<file path="src/hw/rtl/irpfd_pkg.sv">
// ----------------------------------------------------------------------------
// irpfd_pkg: shared types and constants of the IR pulse frame decoder
// Timing window defaults, register indexes, frame byte patterns and
// command codes.
// ----------------------------------------------------------------------------
package irpfd_pkg;

	// Frame geometry
	localparam int FRAME_BYTES = 4;
	localparam int BYTE_IDX_W  = $clog2(FRAME_BYTES);
	localparam int BIT_CNT_W   = 3;

	// Field widths
	localparam int TIME_W = 16;
	localparam int CMD_W  = 3;
	localparam int WRAP_W = 2;

	// Configuration port
	localparam int CFG_IDX_W  = 3;
	localparam int CFG_DATA_W = 16;

	typedef enum logic [CFG_IDX_W-1:0] {
		REG_START_LOW  = 3'd0,
		REG_START_HIGH = 3'd1,
		REG_ONE_LOW    = 3'd2,
		REG_ONE_HIGH   = 3'd3,
		REG_ZERO_LOW   = 3'd4,
		REG_ZERO_HIGH  = 3'd5
	} cfg_reg_t;

	// Window reset values in timer ticks
	localparam logic [TIME_W-1:0] START_LOW_RST  = 16'd4000;
	localparam logic [TIME_W-1:0] START_HIGH_RST = 16'd5000;
	localparam logic [TIME_W-1:0] ONE_LOW_RST    = 16'd1400;
	localparam logic [TIME_W-1:0] ONE_HIGH_RST   = 16'd1800;
	localparam logic [TIME_W-1:0] ZERO_LOW_RST   = 16'd400;
	localparam logic [TIME_W-1:0] ZERO_HIGH_RST  = 16'd700;

	// Input item kinds
	typedef enum logic {
		OP_EDGE = 1'b0,
		OP_WRAP = 1'b1
	} opcode_t;

	// Command codes
	typedef enum logic [CMD_W-1:0] {
		CMD_NONE  = 3'd0,
		CMD_FWD   = 3'd1,
		CMD_BACK  = 3'd2,
		CMD_LEFT  = 3'd3,
		CMD_RIGHT = 3'd4,
		CMD_CTR   = 3'd5
	} cmd_t;

	// Address and command byte pairs
	localparam logic [7:0] ADDR_LO     = 8'h00;
	localparam logic [7:0] ADDR_HI     = 8'hFF;
	localparam logic [7:0] PAIR_FWD_A  = 8'h18;
	localparam logic [7:0] PAIR_FWD_B  = 8'hE7;
	localparam logic [7:0] PAIR_BACK_A = 8'h52;
	localparam logic [7:0] PAIR_BACK_B = 8'hAD;
	localparam logic [7:0] PAIR_LEFT_A = 8'h08;
	localparam logic [7:0] PAIR_LEFT_B = 8'hF7;
	localparam logic [7:0] PAIR_RGT_A  = 8'h5A;
	localparam logic [7:0] PAIR_RGT_B  = 8'hA5;
	localparam logic [7:0] PAIR_CTR_A  = 8'h1C;
	localparam logic [7:0] PAIR_CTR_B  = 8'hE3;
	localparam logic [7:0] ONE_BIT_MSB = 8'h80;

endpackage

</file>
<file path="src/hw/rtl/ir_pulse_frame_decoder.sv">
// ----------------------------------------------------------------------------
// ir_pulse_frame_decoder: IR remote pulse timing to command code
// An accepted item goes through the input register and then the result register
// to the master side. Throughput: 1 item per cycle while m_tready keeps the result
// slot free; one level of compare logic and the state update lie between them.
// Reset: arst_n clears all decode state, loads default windows, command 0.
// ----------------------------------------------------------------------------
module ir_pulse_frame_decoder (
	input  logic                               clk,
	input  logic                               arst_n,
	// configuration write port
	input  logic                               cfg_we,
	input  logic [irpfd_pkg::CFG_IDX_W-1:0]    cfg_index,
	input  logic [irpfd_pkg::CFG_DATA_W-1:0]   cfg_data,
	// slave side
	input  logic                               s_tvalid,
	output logic                               s_tready,
	input  logic [irpfd_pkg::TIME_W-1:0]       s_tdata,  // [15:0] capture_time
	input  logic                               s_tuser,  // [0] opcode
	// master side
	output logic                               m_tvalid,
	input  logic                               m_tready,
	output logic [7:0]                         m_tdata,  // [2:0] command_code, [7:3] zero
	output logic                               m_tlast,  // frame_done
	output logic                               m_tuser   // [0] frame_matched
);
	import irpfd_pkg::*;

	// Window registers
	logic [TIME_W-1:0] start_low_q, start_high_q;
	logic [TIME_W-1:0] one_low_q, one_high_q;
	logic [TIME_W-1:0] zero_low_q, zero_high_q;

	// Input stage
	logic              valid_s1;
	opcode_t           op_s1;
	logic [TIME_W-1:0] time_s1;

	// Decode state
	logic [TIME_W-1:0]     last_time_q, last_time_d;
	logic [WRAP_W-1:0]     wrap_q, wrap_d;
	logic [BIT_CNT_W-1:0]  bit_cnt_q, bit_cnt_d;
	logic [7:0]            shift_q, shift_d;
	logic [BYTE_IDX_W-1:0] byte_idx_q, byte_idx_d;
	logic [7:0]            frame_q [FRAME_BYTES];
	logic [7:0]            frame_d [FRAME_BYTES];
	cmd_t                  cmd_q, cmd_d;

	// Result stage
	logic       out_valid_q;
	logic [CMD_W-1:0] res_cmd_q;
	logic       res_done_q, res_match_q;
	logic       res_done, res_match;

	// Per-item datapath
	logic [TIME_W:0]   diff;
	logic [TIME_W-1:0] interval;
	logic              in_start, in_one, in_zero, byte_full;
	logic              advance;

	// Move the held item forward whenever the result slot frees up
	assign advance  = valid_s1 && (!out_valid_q || m_tready);
	assign s_tready = !valid_s1 || advance;

	// Configuration writes; unknown indexes are dropped
	always_ff @(posedge clk or negedge arst_n) begin
		if (!arst_n) begin
			start_low_q  <= START_LOW_RST;
			start_high_q <= START_HIGH_RST;
			one_low_q    <= ONE_LOW_RST;
			one_high_q   <= ONE_HIGH_RST;
			zero_low_q   <= ZERO_LOW_RST;
			zero_high_q  <= ZERO_HIGH_RST;
		end else if (cfg_we) begin
			case (cfg_index)
				REG_START_LOW:  start_low_q  <= cfg_data;
				REG_START_HIGH: start_high_q <= cfg_data;
				REG_ONE_LOW:    one_low_q    <= cfg_data;
				REG_ONE_HIGH:   one_high_q   <= cfg_data;
				REG_ZERO_LOW:   zero_low_q   <= cfg_data;
				REG_ZERO_HIGH:  zero_high_q  <= cfg_data;
				default: ;
			endcase
		end
	end

	// Input register
	always_ff @(posedge clk or negedge arst_n) begin
		if (!arst_n) begin
			valid_s1 <= 1'b0;
		end else if (s_tready) begin
			valid_s1 <= s_tvalid;
		end
	end

	always_ff @(posedge clk) begin
		if (s_tvalid && s_tready) begin
			op_s1   <= opcode_t'(s_tuser);
			time_s1 <= s_tdata;
		end
	end

	// Interval since last edge; one wrap with an earlier time still fits
	always_comb begin
		diff = {1'b0, time_s1} - {1'b0, last_time_q};
		if (wrap_q == '0 || (wrap_q == WRAP_W'(1) && diff[TIME_W])) begin
			interval = diff[TIME_W-1:0];
		end else begin
			interval = '1;
		end
		in_start = (interval > start_low_q) && (interval < start_high_q);
		in_one   = (interval > one_low_q)   && (interval < one_high_q);
		in_zero  = (interval > zero_low_q)  && (interval < zero_high_q);
	end

	// Next decode state and result for the held item
	always_comb begin
		last_time_d = last_time_q;
		wrap_d      = wrap_q;
		bit_cnt_d   = bit_cnt_q;
		shift_d     = shift_q;
		byte_idx_d  = byte_idx_q;
		frame_d     = frame_q;
		cmd_d       = cmd_q;
		res_done    = 1'b0;
		res_match   = 1'b0;
		byte_full   = 1'b0;

		if (op_s1 == OP_WRAP) begin
			// saturate the wrap count
			if (wrap_q != '1) begin
				wrap_d = wrap_q + WRAP_W'(1);
			end
		end else begin
			wrap_d      = '0;
			last_time_d = time_s1;

			// classify: start wins, then one, then zero
			if (in_start) begin
				bit_cnt_d  = '0;
				shift_d    = '0;
				byte_idx_d = '0;
			end else if (in_one) begin
				shift_d   = (shift_q >> 1) | ONE_BIT_MSB;
				bit_cnt_d = bit_cnt_q + BIT_CNT_W'(1);
				byte_full = (bit_cnt_q == '1);
			end else if (in_zero) begin
				shift_d   = shift_q >> 1;
				bit_cnt_d = bit_cnt_q + BIT_CNT_W'(1);
				byte_full = (bit_cnt_q == '1);
			end

			// store a finished byte, close the frame on the last one
			if (byte_full) begin
				frame_d[byte_idx_q] = shift_d;
				shift_d             = '0;
				bit_cnt_d           = '0;
				if (byte_idx_q == BYTE_IDX_W'(FRAME_BYTES - 1)) begin
					byte_idx_d = '0;
					res_done   = 1'b1;
					if (frame_d[0] == ADDR_LO && frame_d[1] == ADDR_HI) begin
						res_match = 1'b1;
						case ({frame_d[2], frame_d[3]})
							{PAIR_FWD_A,  PAIR_FWD_B}:  cmd_d = CMD_FWD;
							{PAIR_BACK_A, PAIR_BACK_B}: cmd_d = CMD_BACK;
							{PAIR_LEFT_A, PAIR_LEFT_B}: cmd_d = CMD_LEFT;
							{PAIR_RGT_A,  PAIR_RGT_B}:  cmd_d = CMD_RIGHT;
							{PAIR_CTR_A,  PAIR_CTR_B}:  cmd_d = CMD_CTR;
							default:                    cmd_d = cmd_q;
						endcase
						for (int i = 0; i < FRAME_BYTES; i++) begin
							frame_d[i] = '0;
						end
					end
				end else begin
					byte_idx_d = byte_idx_q + BYTE_IDX_W'(1);
				end
			end
		end
	end

	// Commit decode state as the item moves to the result slot
	always_ff @(posedge clk or negedge arst_n) begin
		if (!arst_n) begin
			last_time_q <= '0;
			wrap_q      <= '0;
			bit_cnt_q   <= '0;
			shift_q     <= '0;
			byte_idx_q  <= '0;
			cmd_q       <= CMD_NONE;
			for (int i = 0; i < FRAME_BYTES; i++) begin
				frame_q[i] <= '0;
			end
		end else if (advance) begin
			last_time_q <= last_time_d;
			wrap_q      <= wrap_d;
			bit_cnt_q   <= bit_cnt_d;
			shift_q     <= shift_d;
			byte_idx_q  <= byte_idx_d;
			cmd_q       <= cmd_d;
			frame_q     <= frame_d;
		end
	end

	// Result register
	always_ff @(posedge clk or negedge arst_n) begin
		if (!arst_n) begin
			out_valid_q <= 1'b0;
		end else if (advance) begin
			out_valid_q <= 1'b1;
		end else if (m_tready) begin
			out_valid_q <= 1'b0;
		end
	end

	always_ff @(posedge clk) begin
		if (advance) begin
			res_cmd_q   <= cmd_d;
			res_done_q  <= res_done;
			res_match_q <= res_match;
		end
	end

	assign m_tvalid = out_valid_q;
	assign m_tdata  = {{(8 - CMD_W){1'b0}}, res_cmd_q};
	assign m_tlast  = res_done_q;
	assign m_tuser  = res_match_q;

endmodule

</file>
<file path="config.mk">
export PLATFORM = sky130hd
export DESIGN_NAME = ir_pulse_frame_decoder
export DESIGN_NICKNAME = d
export VERILOG_FILES = /design/src/hw/rtl/irpfd_pkg.sv /design/src/hw/rtl/ir_pulse_frame_decoder.sv
export SDC_FILE = /design/constraint.sdc
export NUM_CORES = 1
export LEC_CHECK = 0
export BUFFER_PORTS_ARGS = -buffer_cell sky130_fd_sc_hd__buf_2
export CAP_MARGIN = 0
export CORE_UTILIZATION = 50
export CTS_CLUSTER_DIAMETER = 100
export CTS_CLUSTER_SIZE = 25
export DETAILED_ROUTE_END_ITERATION = 16
export HOLD_SLACK_MARGIN = 0.03
export PLACE_DENSITY_LB_ADDON = 0.15
export RECOVER_POWER = 50
export SLEW_MARGIN = 30
export SYNTH_ARGS = -nofsm -noshare
export SYNTH_HDL_FRONTEND = slang
export SYNTH_SLANG_ARGS = --single-unit
</file>
<file path="constraint.sdc">
create_clock -name clk -period 6.4 [get_ports clk]
set_clock_uncertainty 0.15 [all_clocks]
set_input_delay 0.96 -clock clk [delete_from_list [all_inputs] [get_ports clk]]
set_output_delay 0.96 -clock clk [all_outputs]
set_load 0.05 [all_outputs]
</file>
# After elaboration in Yosys (flattened, before gate mapping)
# Cells that the tools add are included.
dict set report op_classes {
  n_eq_ne 16
  mux 33
  reduce_logical 32
  order_cmp 8
  bitwise_logic 4
  add_sub_neg 4
}
# cell count
set op_table {}
lappend op_table {{32-bit two-way mux} 2}
lappend op_table {{16-bit greater-than comparator} 3}
lappend op_table {{16-bit less-than comparator} 3}
lappend op_table {{8-bit two-way mux} 6}
lappend op_table {{32-bit bitwise mux} 1}
lappend op_table {{16-bit by 13-bit equality test with 1-bit output (second input constant)} 2}
lappend op_table {{16-bit by 15-bit equality test with 1-bit output (second input constant)} 2}
lappend op_table {{3-bit two-way mux} 8}
lappend op_table {{16-bit by 16-bit subtractor with 17-bit output} 1}
lappend op_table {{8-bit demux with 2-bit select} 1}
lappend op_table {{16-bit by 12-bit equality test with 1-bit output (second input constant)} 1}
lappend op_table {{16-bit two-way mux} 1}
lappend op_table {{2-bit AND reduction} 8}
lappend op_table {{3-bit case mux with 5 select lines} 1}
lappend op_table {{2-bit two-way mux} 5}
lappend op_table {{3-bit equality test (second input constant)} 3}
lappend op_table {{3-bit AND reduction} 3}
lappend op_table {{8-bit equality test (second input constant)} 1}
lappend op_table {{1-bit logical AND} 8}
lappend op_table {{8-bit logical NOT} 1}
lappend op_table {{1-bit two-way mux} 8}
lappend op_table {{3-bit by 2-bit equality test with 1-bit output (second input constant)} 2}
lappend op_table {{2-bit by 1-bit adder with 2-bit output (second input constant)} 2}
lappend op_table {{2-bit nonzero test} 2}
lappend op_table {{17 further kinds} 22}
dict set report word_totals {
  register_bits 186
  wordCells 120
  out_inout_bits 12
  inputBits 41
}

# Logic depth before layout (Yosys ltp)
# Gate-level depths: netlist (run 1).
dict set report depth {
  word_depth 17
  ltp_mapped 30
  depth_no_buf 29
}

# Worst setup path before layout (run 1)
# Ideal clock, no wire load.
dict set report synth_path {
  kind {flip-flop to flip-flop}
  start {register time_s1[1]}
  end {register res_cmd_q[1] (data pin)}
  required_ns 5.994
  setup_slack_ns 0.255
  path_buffers 1
  synth_period_minus_slack_ns 6.145
  t_arrival_ns 5.738
  stages_incl_launch_ff 30
  setup_ns 0.256
  cell_sequence {edfxtp_1 ha_1 nor2b_1 o21ai_0 a21oi_1 o21ai_0 a21oi_1 o21ai_0 a21boi_0 o21ai_0 a21oi_1 o211ai_1 a21boi_0 mux2i_1 nor2_1 ha_1 nand4_1 nor4_1 nand4b_1 nor3_2 nor4_4 and3_4 buf_4 or4_1 o31ai_1 o22ai_1 nor4_2 o211a_1 o211ai_1 a22o_1}
}
dict set report synth_via {
  elab_chain_len 17
  word_cells_on_any_way 35
  classes_between {1 x add/sub; 6 x order compare; 6 x eq/ne; 15 x mux; 7 x reduce/logical}
}
# element line
set synth_rtl {}
lappend synth_rtl {{start: declaration} ir_pulse_frame_decoder.sv:37} ;# logic [TIME_W-1:0] time_s1;
lappend synth_rtl {{start signal: assignment} ir_pulse_frame_decoder.sv:99} ;# time_s1 <= s_tdata;
lappend synth_rtl {{16-bit by 16-bit subtractor with 17-bit output (*)} ir_pulse_frame_decoder.sv:105} ;# diff = {1'b0, time_s1} - {1'b0, last_time_q};
lappend synth_rtl {{1-bit logical AND} ir_pulse_frame_decoder.sv:106} ;# if (wrap_q == '0 || (wrap_q == WRAP_W'(1) && diff[TIME_W])) begin
lappend synth_rtl {{1-bit logical OR} ir_pulse_frame_decoder.sv:106}
lappend synth_rtl {{16-bit two-way mux (*)} ir_pulse_frame_decoder.sv:106}
lappend synth_rtl {{16-bit greater-than comparator / 16-bit less-than comparator (equally long branches)} ir_pulse_frame_decoder.sv:113} ;# in_zero = (interval > zero_low_q) && (interval < zero_high_q);
lappend synth_rtl {{1-bit logical AND} ir_pulse_frame_decoder.sv:113}
lappend synth_rtl {{8-bit two-way mux} ir_pulse_frame_decoder.sv:147} ;# end else if (in_zero) begin
lappend synth_rtl {{8-bit two-way mux} ir_pulse_frame_decoder.sv:143} ;# end else if (in_one) begin
lappend synth_rtl {{[... 2 more ...]} -}
lappend synth_rtl {{32-bit bitwise mux} ir_pulse_frame_decoder.sv:155} ;# frame_d[byte_idx_q] = shift_d;
lappend synth_rtl {{16-bit by 13-bit equality test with 1-bit output (tied with other cells)} ir_pulse_frame_decoder.sv:163} ;# case ({frame_d[2], frame_d[3]})
lappend synth_rtl {{3-bit case mux with 5 select lines / 1-bit logical AND (equally long branches)} {ir_pulse_frame_decoder.sv:163, ir_pulse_frame_decoder.sv:161}}
lappend synth_rtl {{3-bit two-way mux} ir_pulse_frame_decoder.sv:161} ;# if (frame_d[0] == ADDR_LO && frame_d[1] == ADDR_HI) begin
lappend synth_rtl {{3-bit two-way mux} ir_pulse_frame_decoder.sv:158} ;# if (byte_idx_q == BYTE_IDX_W'(FRAME_BYTES - 1)) begin
lappend synth_rtl {{3-bit two-way mux (*)} ir_pulse_frame_decoder.sv:154} ;# if (byte_full) begin
lappend synth_rtl {{3-bit two-way mux (*)} ir_pulse_frame_decoder.sv:129} ;# if (op_s1 == OP_WRAP) begin
lappend synth_rtl {{via cmd_d[1]} ir_pulse_frame_decoder.sv:47} ;# cmd_t cmd_q, cmd_d;
lappend synth_rtl {{end signal: assignment} ir_pulse_frame_decoder.sv:218} ;# res_cmd_q <= cmd_d;
lappend synth_rtl {{end: declaration} ir_pulse_frame_decoder.sv:51} ;# logic [CMD_W-1:0] res_cmd_q;
# Mark *: on every way through the listed nets, which the timed path passes. The rest lies on a longest branch. The select of a mux whose other input is x is not followed.
# A chain may end at the register's enable or synchronous reset.

# Final worst setup path (run 1)
dict set report layout_path {
  start {register time_s1[1]}
  end {register res_cmd_q[2] (data pin)}
}
# The elaborated chain is that of the path after synthesis.

==> results of run 1 <==
[Yosys cell counts, types with 12 or more instances]
cell	instances	area [um^2]
a21o_1	20	150
a21oi_1	48	240
a22o_1	36	315
clkbuf_1	32	120
dfrtp_1	134	3350
dfstp_2	30	788
edfxtp_1	22	661
ha_1	115	1440
inv_1	129	484
mux2_2	40	450
nand2_1	155	582
nand3_1	20	100
nand4_1	17	106
nor2_1	42	158
nor3_1	12	60.1
o21ai_0	115	576
[how the worst max path moves through the flow]
stage                               to  slack, ns
after global routing      res_cmd_q[1]      -0.24
after CTS                 res_cmd_q[1]       0.03
after detailed placement   frame_q[22]      -0.28
final                     res_cmd_q[2]       0.10
after floorplan           res_cmd_q[1]       0.26
after global placement     frame_q[13]       0.02
[routing by layer]
layer / vias to the layer above / wire length, um / track usage, % / part of all wire (%)
met5: - / 0 / 0 / 0
met4: 0 / 435 / 7.10 / 1.6
met3: 31 / 748 / 4.04 / 2.8
met2: 129 / 12500 / 39.5 / 47
met1: 4166 / 13100 / 35.3 / 49
li1: 4314 / - / - / -
[area by class of cell]
type | instances | area [um^2] | area share (%)
Inverter | 130 | 488 | 3.74
Sequential cell | 186 | 4800 | 36.8
Clock buffer | 19 | 454 | 3.49
Timing Repair Buffer | 135 | 923 | 7.09
Tap cell | 280 | 350 | 2.69
Multi-Input combinational cell | 798 | 5890 | 45.2
Clock inverter | 13 | 125 | 0.960
[flip-flops by register name, indices dropped and copies added, names as in the netlist]
signal and flops:
one_low_q 16, op_s1 1, start_low_q 16, valid_s1 1
one_high_q 16, cmd_q 3, byte_idx_q 2, bit_cnt_q 3
last_time_q 16, zero_high_q 16, m_tuser 1, res_cmd_q 3
m_tvalid 1, frame_q 32, m_tlast 1, time_s1 16
start_high_q 16, shift_q 8, zero_low_q 16, wrap_q 2
[cells by family (layout without fill, tap and decap cells)]
family | Yosys count | count (layout)
other | 1 | 5
flip-flops | 186 | 186
AND/OR/NAND/NOR | 312 | 313
adder cells (fa/ha/maj) | 116 | 116
buffers and inverters | 170 | 297
XOR/XNOR | 9 | 9
AO/OA/AOI/OAI | 308 | 308
multiplexers | 47 | 47
[report_power, final]
| group | total (W) | internal, W | switching, W |
|---|---|---|---|
| registers | 0.00150 | 0.00141 | 0.0000889 |
| logic | 0.00251 | 0.00108 | 0.00143 |
| clock network | 0.00105 | 0.000538 | 0.000509 |
[metrics by stage]
step                      setup slack, ns  instances
final                               0.104       1561
after detailed placement           -0.280       1514
after floorplan                     0.255       1153
after global routing               -0.242       1561
after global placement             0.0181       1514
after CTS                          0.0319       1552
[what timing repair did]
item,CTS,global route
endpoints found under the hold margin,0,0
setup endpoints to repair,30,39
cloned,1,0
setup buffers,5,9
pin swaps,15,35
resized for setup,18,35
[worst max-delay path: cells and delay by family (launching register included)]
family | cells | cell delay [ns]
flops | 1 | 0.40
fa+ha+maj | 2 | 0.60
compound gates | 15 | 2.11
buf+inv | 3 | 0.46
mux | 1 | 0.24
simple gates | 10 | 2.06
[placed cells by master, fill, tap and decap left out, types with 7 or more instances in the layout]
master	Yosys	routed
nor3_1	12	10
nand2_1	155	153
dfstp_2	30	30
buf_2	2	45
clkbuf_16	0	18
a21oi_1	48	44
nand4_1	17	17
buf_4	6	77
nor2_1	42	39
ha_1	115	113
o21ai_1	8	8
a21oi_2	3	7
a211oi_1	8	7
a22o_1	36	36
a21o_1	20	20
mux2i_1	7	7
inv_1	129	129
mux2_2	40	40
nand2b_1	8	8
clkbuf_1	32	8
o31ai_1	8	7
nand3_1	20	18
dfrtp_1	134	134
edfxtp_1	22	22
o21ai_0	115	111
==> metrics.md, run 1 <==
| Metric | Value |
|---|---|
| Max-slew headroom | -91.4% |
| Worst hold path type | flop to flop |
| PortBufs | 47 |
| Residual DRC | 0 |
| FF-to-FF path depth | 31 |
| Largest net degree at the start of global routing | 66 |
| Worst r2r src | time_s1[1] |
| Clock Pin Slew Worst Setup and Hold Paths | 0.07 ns |
| Final Util | 59.9% |
| Worst vdd ir | 0.250 mV |
| Multiplexer share of the synthesized area | 4.70% |
| Ys flop type | dfrtp_1 |
| Failing checks | max-capacitance violations, max-slew violations |
| Worst-Skew Late Latency | 0.45 ns |
| R2R Setup Slk | 0.10 ns |
| Leakage power | 6.02 nW |
| Register area share after synthesis | 43.3% |
| Critical Path Fanout Max | 5 |
| Max Fclk | 0.159 GHz |
| Critical Path Slowest Stage Cell | or4_4 |
| Simple-gate share of the synthesized area | 13.8% |
| Starting Density | 50.9% |
| Cell Area, Synth | 11100 um^2 |
| First-pass GRT wire length | 43.5 mm |
| CTS tree | built |
| HPWL Detailed | 19.8 mm |
| Total Power | 0.00505 W |
| Worst Max-Slew Pin Slew | 2.87 ns |
| Full die area | 22800 um^2 |
| Placed cell area | 12100 um^2 |
| Fin crit period | 6.30 ns |
| Core area | 21800 um^2 |
| Pwr Density | 388 nW/um^2 |
| Beginning of the critical path | time_s1[1] |
| Clock Sinks | 186 |
| Die height | 151 um |
| CTS Buf Count | 17 |
| Worst Setup End Kind | flop |
| Finished Cell Area | 13000 um^2 |
| Most used cell, CP | o21ai_2 |
| Critical path startpoint category | flop |
| Tcrit/Tclk final | 98.4% |
| Outcome | finished, violations left |
| Post-synth EDFFs | 22 |
| CTS Hold Bufs | 0 |
| Syn Area/Cell | 9.64 um^2 |
| Final Slew Violations | 103 |
| Max-cap violations | 2 |
| Final ANT Viol Nets | 0 |
| Critical path arrival | 6.34 ns |
| Setup-failing EPs final | 0 |
| Critical Path RT | 6.45 ns |
| RSZ-0062 raised after global routing | true |
| H-tree Lvls | 4 |
| Reg-to-reg endpoint | res_cmd_q[2] |
| Vias | 8640 |
| Final wirelength | 26.8 mm |
| Ys Warns | 0 |
| Root Buffer | clkbuf_16 |
| Drt initial violations | 459 |
| Layout fillers | 1915 |
| Final hold violation count | 0 |
| Vias in the first global route | 8384 |
| Setup CP Type | flop to flop |
| Initial antenna violation count | 0 |
| Die Wd | 151 um |
| Vias per std cell | 5.53 |
| Overflow after GRT | 0 |
| Post-Synthesis Cells | 1149 |
| Hold path depth | 2 |
| Layout cells sized above 1 | 23.1% |
| Adder-cell area share of the yosys netlist | 13.2% |
| Hold Slack | 0.326 ns |
| Compound-Gate Fraction of Synth Area | 18.3% |
| Clock Path Buffers | 2 |
| Cell variety after synth | 86 |
| Flops & latches, synth | 186 |
| WHS Endpoint | frame_q[29] |
| Slowest stage delay, CP | 0.44 ns |
| Min-Delay Startpoint | frame_q[29] |
| Top-Level Pins | 53 |
| Synth-to-Final Area Change | 17.6% |
| Final TNS setup | 0 ns |
| Total GRT Usage | 25.0% |
| Xor and xnor area share after synthesis | 0.711% |
| Number of core rows | 54 |
| Number of diodes | 0 |
| FFs w/ async S/R, synth | 88.2% |
| Main combinational cell family by area after synthesis | compound AO/OA/AOI/OAI gates |
| DR WL/cell | 17.2 um |
| Router iterations before antenna repair | 4 |
| GPL Wtd Cong | 0.936 |
| Nets | 1425 |
Note: power is estimated with default switching activity, not from simulation.
==> run 2: changes to the inputs <==
- ABC_AREA: not set -> 1
==> run 2 against run 1 <==
The flow still finishes with violations (max-capacitance violations, max-slew violations). Final cell count grew 8.8%. Clock power barely moved. Synthesized area fell by 0.47%. Clock-buffer cell count increased by 4. Combinational power rose by 31%. Non-clock buffer count down 74. Fmax grew 6.3%. Largest power group unchanged.
==> metrics.md, run 2 <==
| Metric | Value |
|---|---|
| Outcome | finished, violations left |
| Failing checks | max-capacitance violations, max-slew violations |
| Initial antenna violation count | 0 |
| Final ANT Viol Nets | 0 |
| Vias in the first global route | 8520 |
| CTS tree | built |
| Tcrit/Tclk final | 92.5% |
| Worst vdd ir | 0.313 mV |
| Final wirelength | 25.4 mm |
| Setup-failing EPs final | 0 |
| First-pass GRT wire length | 41.8 mm |
| Syn Area/Cell | 8.06 um^2 |
| Clock Sinks | 186 |
| Die Wd | 151 um |
| Most used cell, CP | nand2_1 |
| Hold Slack | 0.331 ns |
| Beginning of the critical path | time_s1[2] |
| Max Fclk | 0.169 GHz |
| Slowest stage delay, CP | 0.43 ns |
| Number of diodes | 0 |
| Clock Path Buffers | 2 |
| Critical path startpoint category | flop |
| Largest net degree at the start of global routing | 65 |
| Final hold violation count | 0 |
| Multi-input logic area | 5320 um^2 |
| Finished Cell Area | 12200 um^2 |
| Most common cell in the synthesized netlist | nand2_1 |
| Register area | 4800 um^2 |
| Die height | 151 um |
| Largest reg by FF count | frame_q |
| Critical Path Fanout Max | 9 |
| Most frequent cells in the layout | 383 x nand2_1, 213 x inv_1, 142 x o21ai_0 |
| Root Buffer | clkbuf_16 |
| Post-synth EDFFs | 22 |
| Worst-Skew Late Latency | 0.43 ns |
| Register area share after synthesis | 43.5% |
| Ys Warns | 0 |
| Final Slew Violations | 103 |
| Drt initial violations | 430 |
| Total GRT Usage | 23.9% |
| Final Util | 57.0% |
| Top-Level Pins | 53 |
| Layout cells sized above 1 | 11.8% |
| Flops & latches, synth | 186 |
| H-tree Lvls | 4 |
| FFs w/ async S/R, synth | 88.2% |
| Overflow after GRT | 0 |
| Core area | 21400 um^2 |
| Worst Setup End Kind | flop |
| Worst Max-Slew Pin Slew | 3.48 ns |
| Nets | 1567 |
| Largest cells by area after synthesis | dfrtp_1 30%, nand2_1 13%, ha_1 13% |
| Cell Area, Synth | 11000 um^2 |
| Residual DRC | 0 |
| Number of core rows | 53 |
| Max reg flops | 32 |
| GPL Wtd Cong | 0.868 |
| DR WL/cell | 15.0 um |
| Max-cap violations | 2 |
| Full die area | 22700 um^2 |
| Clock Pin Slew Worst Setup and Hold Paths | 0.07 ns |
| Leakage power | 6.09 nW |
| Commonest non-fill, non-tap cell in the layout | nand2_1 |
| Critical Path Slowest Stage Cell | edfxtp_1 |
| Post-Synthesis Cells | 1369 |
| Synth-to-Final Area Change | 10.4% |
| Min-Delay Startpoint | frame_q[31] |
| Fin crit period | 5.92 ns |
| Vias | 8764 |
| Critical Path RT | 6.44 ns |
| Ys flop type | dfrtp_1 |
| Starting Density | 51.7% |
| CTS Buf Count | 17 |
| Synth area leader | dfrtp_1 |
| Worst hold path type | flop to flop |
| Placed cell area | 11500 um^2 |
| HPWL Detailed | 18.1 mm |
| Top post-synthesis cells by count | 386 x nand2_1, 213 x inv_1, 147 x o21ai_0, 134 x dfrtp_1, 115 x ha_1 |
| Layout fillers | 2001 |
| Cell variety after synth | 47 |
| Max-slew headroom | -132% |
| Setup CP Type | flop to flop |
| Synth top area share | 30.4% |
| PortBufs | 47 |
| Worst r2r src | time_s1[2] |
| Pwr Density | 491 nW/um^2 |
| Critical path arrival | 5.96 ns |
| Vias per std cell | 5.16 |
| Total Power | 0.00597 W |
| Router iterations before antenna repair | 7 |
## run 2: worst paths after layout
kind | to | cells past startpoint | slack (ns)
worst max-delay path | res_cmd_q[0] | 43 | 0.48
worst min-delay path | frame_q[31] | 2 | 0.33
worst max register to register | res_cmd_q[0] | 43 | 0.48
worst min register to register | frame_q[31] | 2 | 0.33
max in group asynchronous | zero_high_q[1] | 2 | 2.08
min in group asynchronous | zero_low_q[5] | 1 | 1.55
## run 2: worst max-delay path, delay by kind of cell (launching register included)
family | cells | cell delay, ns
AO/OA/AOI/OAI | 9 | 1.17
buffers and inverters | 6 | 0.42
adder cells (fa/ha/maj) | 2 | 0.58
flip-flops | 1 | 0.43
AND/OR/NAND/NOR | 26 | 2.92
## run 2: repair_timing
action,4_1_cts,5_1_grt
setup buffers,0,4
gates resized for setup,0,19
hold buffers,0,0
setup endpoints to repair,0,33
## run 2: cell families after synthesis
family / count (synthesis) / synth area share, %
XOR/XNOR: 5 / 0.397
AND/OR/NAND/NOR: 549 / 21.2
buffers and inverters: 259 / 9.25
other: 1 / 0.0340
AO/OA/AOI/OAI: 253 / 12.4
flip-flops: 186 / 43.5
adder cells (fa/ha/maj): 116 / 13.2
## run 2: metal layers
metal / wire (um) / up-vias / track usage, %
met5: 0 / - / 0
met2: 12000 / 143 / 39.7
met4: 538 / 0 / 8.54
li1: - / 4502 / -
met3: 807 / 33 / 3.55
met1: 12100 / 4086 / 31.5
## run 2: layout make-up
class	count	share of cell area [%]
Inverter	216	6.66
Clock inverter	9	0.719
Clock buffer	23	3.84
Tap cell	275	2.83
Timing Repair Buffer	61	2.79
Multi-Input combinational cell	928	43.7
Sequential cell	186	39.4
## run 2: report_power, final
group          switching, W  total [W]  internal [W]
combinational       0.00212    0.00330       0.00118
sequential         0.000139    0.00165       0.00151
clock              0.000467    0.00103      0.000560
## run 2: through the flow
step | setup slack, ns | TNS (ns) | std cells
after CTS | 0.153 | 0 | 1694
after global placement | 0.289 | 0 | 1662
final | 0.480 | 0 | 1698
after global routing | -0.0637 | -0.0748 | 1698
after detailed placement | 0.212 | 0 | 1662
after floorplan | 0.933 | 0 | 1373
==> run 3: changes to the inputs <==
--- a/config.mk
+++ b/config.mk
@@ -8,3 +8,3 @@
 export ABC_AREA = 1
-export BUFFER_PORTS_ARGS = -buffer_cell sky130_fd_sc_hd__buf_2
+export BUFFER_PORTS_ARGS = -buffer_cell sky130_fd_sc_hd__buf_4
 export CAP_MARGIN = 0
--- a/constraint.sdc
+++ b/constraint.sdc
@@ -4,2 +4,2 @@
 set_output_delay 0.96 -clock clk [all_outputs]
-set_load 0.05 [all_outputs]
+set_load 0.01 [all_outputs]
==> run 3 against run 2 <==
The flow still finishes with violations (max-capacitance violations, max-slew violations). Die area stayed put. Fmax down 1.2%. Via count fell by 0.88%. Worst hold slack improved by 0.0048 ns. Global-route usage rose by 0.26 points. Critical path type unchanged. Largest cell class unchanged. Largest power group unchanged.
==> metrics.md, run 3 (synthesis gave the netlist of run 2 again) <==
| Metric | Value |
|---|---|
| Outcome | finished, violations left |
| Failing checks | max-capacitance violations, max-slew violations |
| Beginning of the critical path | time_s1[2] |
| Initial antenna violation count | 0 |
| Router iterations before antenna repair | 5 |
| Worst hold path type | flop to flop |
| Max reg flops | 32 |
| P_int | 0.00321 W |
| Largest reg by FF count | frame_q |
| Most used cell, CP | nand2_1 |
| Slowest stage delay, CP | 0.43 ns |
| Clock Path Buffers | 2 |
| Drt initial violations | 475 |
| Synth-to-Final Area Change | 11.5% |
| Die Wd | 151 um |
| Max-slew headroom | -137% |
| Pwr Density | 485 nW/um^2 |
| Largest net degree at the start of global routing | 64 |
| Buf/Inv on CP | 6 |
| Die height | 151 um |
| Critical path startpoint category | flop |
| Commonest non-fill, non-tap cell in the layout | nand2_1 |
| Vias per std cell | 5.12 |
| Part of the power in combinational logic | 55.3% |
| Reg power frac | 27.7% |
| Core area | 21400 um^2 |
| Fin crit period | 5.99 ns |
| Final ANT Viol Nets | 0 |
| Finished Cell Area | 12300 um^2 |
| Starting Density | 51.7% |
| Number of core rows | 53 |
| CP delay by family, top | simple AND/OR/NAND/NOR gates |
| Total Power | 0.00596 W |
| Critical Path Fanout Max | 10 |
| Max Fclk | 0.167 GHz |
| Clock Sinks | 186 |
| Overflow after GRT | 0 |
| Worst-Skew Late Latency | 0.44 ns |
| Worst Max-Slew Pin Slew | 3.56 ns |
| Worst Setup End Kind | flop |
| Min-Delay Startpoint | zero_high_q[6] |
| Vias in the first global route | 8682 |
| CTS Hold Bufs | 0 |
| Critical Path Slowest Stage Cell | edfxtp_1 |
| Pre-CTS setup slack | 0.176 ns |
| Layout fillers | 1976 |
| H-tree Lvls | 4 |
| Residual DRC | 0 |
| Nets | 1567 |
| Final hold violation count | 0 |
| First-pass GRT wire length | 42.3 mm |
| CTS Buf Count | 17 |
| Most frequent cells in the layout | 383 x nand2_1, 213 x inv_1, 143 x o21ai_0 |
| Worst vdd ir | 0.282 mV |
| Number of diodes | 0 |
| Worst r2r src | time_s1[2] |
| Layout cells sized above 1 | 12.1% |
| GPL Wtd Cong | 0.873 |
| Top-Level Pins | 53 |
| Max-cap violations | 2 |
| Clock share of power | 17.0% |
| Final TNS setup | 0 ns |
| Critical Path RT | 6.45 ns |
| Setup-failing EPs final | 0 |
| Total GRT Usage | 24.1% |
| CTS tree | built |
| Tcrit/Tclk final | 93.6% |
| Root Buffer | clkbuf_16 |
| Slack of the critical path | 0.408 ns |
| Final Slew Violations | 105 |
| Full die area | 22700 um^2 |
| Critical path arrival | 6.05 ns |
| Setup CP Type | flop to flop |
| Clock Pin Slew Worst Setup and Hold Paths | 0.07 ns |
| Final Util | 57.6% |
| Sw Ratio | 46.1% |
| Vias | 8687 |
| NetSw | 0.00275 W |
| Leakage power | 6.13 nW |
| DR WL/cell | 15.0 um |
| PortBufs | 47 |
| Placed cell area | 11600 um^2 |
| Final wirelength | 25.5 mm |
| HPWL Detailed | 18.2 mm |
-- run 3: metal layers --
layer / global-route usage, % / wire, um
met5: 0 / 0
met4: 7.12 / 304
met3: 3.24 / 774
met2: 41.6 / 12400
met1: 31.4 / 12000
-- run 3: area by class of cell --
class | instances | area, um^2 | area share, %
Clock buffer | 18 | 439 | 3.57
Sequential cell | 186 | 4800 | 39.0
Timing Repair Buffer | 61 | 442 | 3.59
Clock inverter | 14 | 116 | 0.946
Inverter | 216 | 811 | 6.59
Multi-Input combinational cell | 928 | 5350 | 43.5
Tap cell | 275 | 344 | 2.80
-- run 3: power by group through the flow --
stage                     registers (W)  logic, W  clock network, W
final                           0.00165   0.00330           0.00101
after global routing            0.00169   0.00378           0.00108
after CTS                       0.00165   0.00319           0.00103
after detailed placement        0.00167   0.00317                 0
after global placement          0.00166   0.00308                 0
after floorplan                 0.00163   0.00240                 0
-- run 3: tightest hold or removal path, cell delays in order, from the launching register on --
cell,delay (ns)
dfrtp_1,0.35
nand2_1,0.05
o21ai_0,0.06
-- run 3: path summary, 6_finish.rpt --
check                      depth (start not counted)               to  slack, ns
max reg2reg                                       43     res_cmd_q[0]       0.41
min reg2reg                                        2   zero_high_q[6]       0.34
min                                                2   zero_high_q[6]       0.34
max                                               43     res_cmd_q[0]       0.41
max in group asynchronous                          2  last_time_q[12]       1.88
min in group asynchronous                          1  start_high_q[6]       1.59
-- run 3: what timing repair did --
item	CTS	global route
endpoints found under the setup margin	0	33
endpoints found under the hold margin	0	0
buffers inserted	0	3
resized for setup	0	24
-- run 3: per-stage QoR --
stage,cells,hold WS (ns)
detailed placement,1663,0.320
global placement,1663,0.315
CTS,1695,0.337
finish,1698,0.336
floorplan,1373,0.295
global route,1698,0.350
